## config.mk

```make
export PLATFORM = sky130hd
export DESIGN_NAME = bsb_cell
export DESIGN_NICKNAME = d
export VERILOG_FILES = /design/src/sv/bsb_pkg.sv /design/src/sv/bsb_cell.sv
export SDC_FILE = /design/constraint.sdc
export NUM_CORES = 1
export LEC_CHECK = 0
export BUFFER_PORTS_ARGS = -buffer_cell sky130_fd_sc_hd__buf_2
export CORE_ASPECT_RATIO = 1.4
export CORE_MARGIN = 1.5
export CORE_UTILIZATION = 43
export CTS_CLUSTER_SIZE = 40
export DETAILED_ROUTE_END_ITERATION = 10
export PLACE_DENSITY_LB_ADDON = 0.05
export SLEW_MARGIN = 20
export SYNTH_ARGS = -nofsm -noshare
export SYNTH_HDL_FRONTEND = slang
export SYNTH_SLANG_ARGS = --single-unit
```

## constraint.sdc

```tcl
create_clock -name clk -period 0.8 [get_ports clk]
set_input_delay 0.04 -clock clk [delete_from_list [all_inputs] [get_ports clk]]
set_output_delay 0.04 -clock clk [all_outputs]
set_load 0.02 [all_outputs]
```

## src/sv/bsb_pkg.sv

```systemverilog
// ----------------------------------------------------------------------------
// bsb_pkg: shared types and constants of the B-spline basis row unit
// Q7.24 fixed point, transfer types for item and result, chain stage data.
// ----------------------------------------------------------------------------
`default_nettype none

package bsb_pkg;

    localparam int MAX_KNOTS_DEF = 32;
    localparam int MAX_ORDER_DEF = 7;

    localparam int Q_FRAC = 24;
    localparam int KN_W   = 34;   // padded knot width, covers the order range
    localparam int PV_W   = 32;   // basis value width
    localparam int DIV_W  = 64;   // divider operand width
    localparam int IV_W   = 29;   // knot interval width
    localparam int RND_W  = 40;   // rounded product width
    localparam int COL_W  = 6;

    localparam logic signed [KN_W-1:0] Q_ONE_KN = KN_W'(1) <<< Q_FRAC;
    localparam logic signed [PV_W-1:0] Q_ONE_PV = PV_W'(1) <<< Q_FRAC;
    localparam logic [DIV_W-1:0]       TEN_Q    = DIV_W'(10) << Q_FRAC;
    localparam logic signed [DIV_W-1:0] S32_MAX = 64'sd2147483647;
    localparam logic signed [DIV_W-1:0] S32_MIN = -64'sd2147483648;

    // register indexes of the configuration port
    localparam logic [1:0] CFG_SAMPLE_COUNT = 2'd0;
    localparam logic [1:0] CFG_SPLINE_ORDER = 2'd1;
    localparam logic [1:0] CFG_KNOT_COUNT   = 2'd2;

    // item actions
    localparam logic ACT_LOAD = 1'b0;
    localparam logic ACT_EVAL = 1'b1;

    typedef struct packed {
        logic               action;
        logic [4:0]         knot_slot;
        logic signed [31:0] knot_value;
        logic [11:0]        sample_row;
    } bsb_item_t;

    typedef struct packed {
        logic [COL_W-1:0]   basis_column;
        logic signed [31:0] basis_value;
        logic               last_of_row;
    } bsb_result_t;

    typedef struct packed {
        logic signed [KN_W-1:0] kn;
        logic signed [PV_W-1:0] pv;
    } bsb_stage_t;

    function automatic logic signed [PV_W-1:0] sat32(input logic signed [DIV_W-1:0] v);
        logic signed [PV_W-1:0] r;
        if (v > S32_MAX)
        begin
            r = PV_W'(S32_MAX);
        end
        else if (v < S32_MIN)
        begin
            r = PV_W'(S32_MIN);
        end
        else
        begin
            r = PV_W'(v);
        end
        return r;
    endfunction

    // divide by one in Q.24, round to nearest, ties away from zero
    function automatic logic signed [RND_W-1:0] round_q24(input logic signed [DIV_W-1:0] v);
        logic [DIV_W-1:0] mag;
        logic [RND_W-1:0] m;
        mag = v[DIV_W-1] ? DIV_W'(-v) : DIV_W'(v);
        m   = RND_W'((mag + (DIV_W'(1) << (Q_FRAC - 1))) >> Q_FRAC);
        return v[DIV_W-1] ? -$signed(m) : $signed(m);
    endfunction

endpackage

`default_nettype wire

```

## src/sv/bsb_cell.sv

```systemverilog
// ----------------------------------------------------------------------------
// bsb_cell: one stage of the knot and basis value ring
// Holds one padded knot and its basis value, takes its neighbour's on shift.
// ----------------------------------------------------------------------------
`default_nettype none

module bsb_cell
    import bsb_pkg::*;
(
    input  wire logic       clk,
    input  wire logic       shift,
    input  wire bsb_stage_t nb,
    output bsb_stage_t      q
);

    bsb_stage_t q_reg;

    always_ff @(posedge clk)
    begin
        if (shift)
        begin
            q_reg <= nb;
        end
    end

    assign q = q_reg;

endmodule

`default_nettype wire

```

==> metrics.txt <==
CTS Buf Count 9; Fillers 200; post-route ant nets 0; Critical Path RT ~0.76 ns; Tcrit/Tclk final 117%; PwrDens around 2000 nW/um^2; multi-input combinational gate total 0; ANT cells 0; Max Clk Rate 1.07 GHz; Hold Path Class input port to register; share of layout cells above drive strength 1 52.5%; multi-input logic area 0 um^2; Hold Slack slightly above 0.2 ns; Avg WL per Cell 15.1 um; worst path cell trace buf_6; via count 1485; Final Net Count 347; initial antenna violation count 0; area grow syn2layout 95.6%; flops & latches, synth 66; Sequential cell area roughly 2000 um^2; Vias/cell 4.32; GP Congestion 0.709; final core utilization 86.9%; kind of critical path register to primary output; hold depth 2; Core Region 4460 um^2; Max Cap Viol 0; Critical Path Slowest Stage Cell edfxtp_1; Synthesized Nets 134; CTS clk-pin slew, worst paths ~0.07 ns; vias in the first global route 1582; Rows 29; GRT overflow 0; design area 3880 um^2; number of detailed-route iterations in the first pass 4; max incr delay on CP 0.42 ns; Area after DPL 2790 um^2; Clock Sinks between 60 and 70; Final Max Slew Viols 0; Setup Buffers After CTS 0; Crit. End Element primary output; gr usage total 20.6%; Worst slew margin between 80% and 90%; root buffer cell clkbuf_8; Post-Syn Area 1980 um^2; Die Ht 83.3 um; crit path DAT ~0.90 ns; sequential share of the synthesized area between 90% and 100%; Post-Syn Instances 66; sw power around 1800 uW; logic gate share of total power around 17%; Initial Util 44.4%; worst-path fanout max 1; final setup violation count 66; setup ws final -0.136 ns; Final min period 0.936 ns; Largest register FFs 66; Crit path depth 1; Die ar. 5030 um^2; Static Leakage around 0.0016 uW; Place WS 0.0665 ns; Iter 0 DRT Violations 20; final wirelength between 5 and 6 mm; RSZ-0062 raised after global routing yes; CTS H-tree depth 3; sw frac 23.4%; worst slew pin tran 0.162 ns; violated checks negative setup slack; status finished with violations; Final Power 7710 uW; port bufs 133; final hold violations 0; Clock power frac around 28%; internal power around 5900 uW; largest net degree at the start of global routing 27; worst path bufs/invs 1; CTS tree yes; Synth cell types 1; clock tree buffer depth 2; first-pass GRT wire length 7.22 mm; drt drc 0; Die Wd 60.4 um; syn avg cell area 30.0 um^2; Synthesis Warnings 0; sequential group share of total power a little over half; CP top delay family flip-flops; IO Count 134; Critical Path Start Type register; worst vdd rail ir drop roughly 1.6 mV
-- power groups by stage --
stage | clock (uW) | combinational, uW | sequential, uW
2_1_floorplan | 0 | 0 | 4620
3_3_place_gp | 0 | 852 | 4240
3_5_place_dp | 0 | 868 | 4240
4_1_cts | 2180 | 1160 | 4180
5_1_grt | 2330 | 1410 | 4250
6_report | 2150 | 1340 | 4230
-- metal layers --
| metal | vias to the layer above | wire length (um) | track usage [%] |
|---|---|---|---|
| met3 | 14 | 465 | 8.88 |
| met4 | 0 | 126 | 10.5 |
| met5 | - | 0 | 0 |
| li1 | 691 | - | - |
| met1 | 686 | 1680 | 21.5 |
| met2 | 94 | 2920 | 33.8 |
-- layout by cell type, fill, tap and decap left out, drive strengths merged --
cell type and instances:
buf 136, clkbuf 10, clkinv 3, clkinvlp 1, dlygate4sd3 66, edfxtp 66
-- final timing paths --
path	start	end	slack [ns]
min	shift	q[55]$_DFFE_PP_	0.21
max	q[18]$_DFFE_PP_	q[18]	-0.14
-- area by class of cell --
type | count | area share [%]
sequential | 66 | 51.1
tap | 62 | 2.00
clock inverter | 4 | 0.549
clock buffer | 10 | 3.29
timing repair buffer | 202 | 43.0
-- cells by family after synthesis --
logic type  Yosys count  synth area share [%]
flops                66                   100
-- metrics by stage --
stage	std cells	TNS [ns]
finish	344	-5.72
floorplan	66	0
CTS	344	-6.41
global route	344	-8.36
global placement	264	0
detailed placement	264	0
-- cell usage after synthesis --
cell type	n	area share [%]
edfxtp_1	66	100
-- timing repair --
item	4_1_cts	5_1_grt
hold buffers	66	0
gates resized for setup	20	70
endpoints found under the setup margin	66	66
hold endpoints to repair	66	0
(Power assumes the default switching activity.)
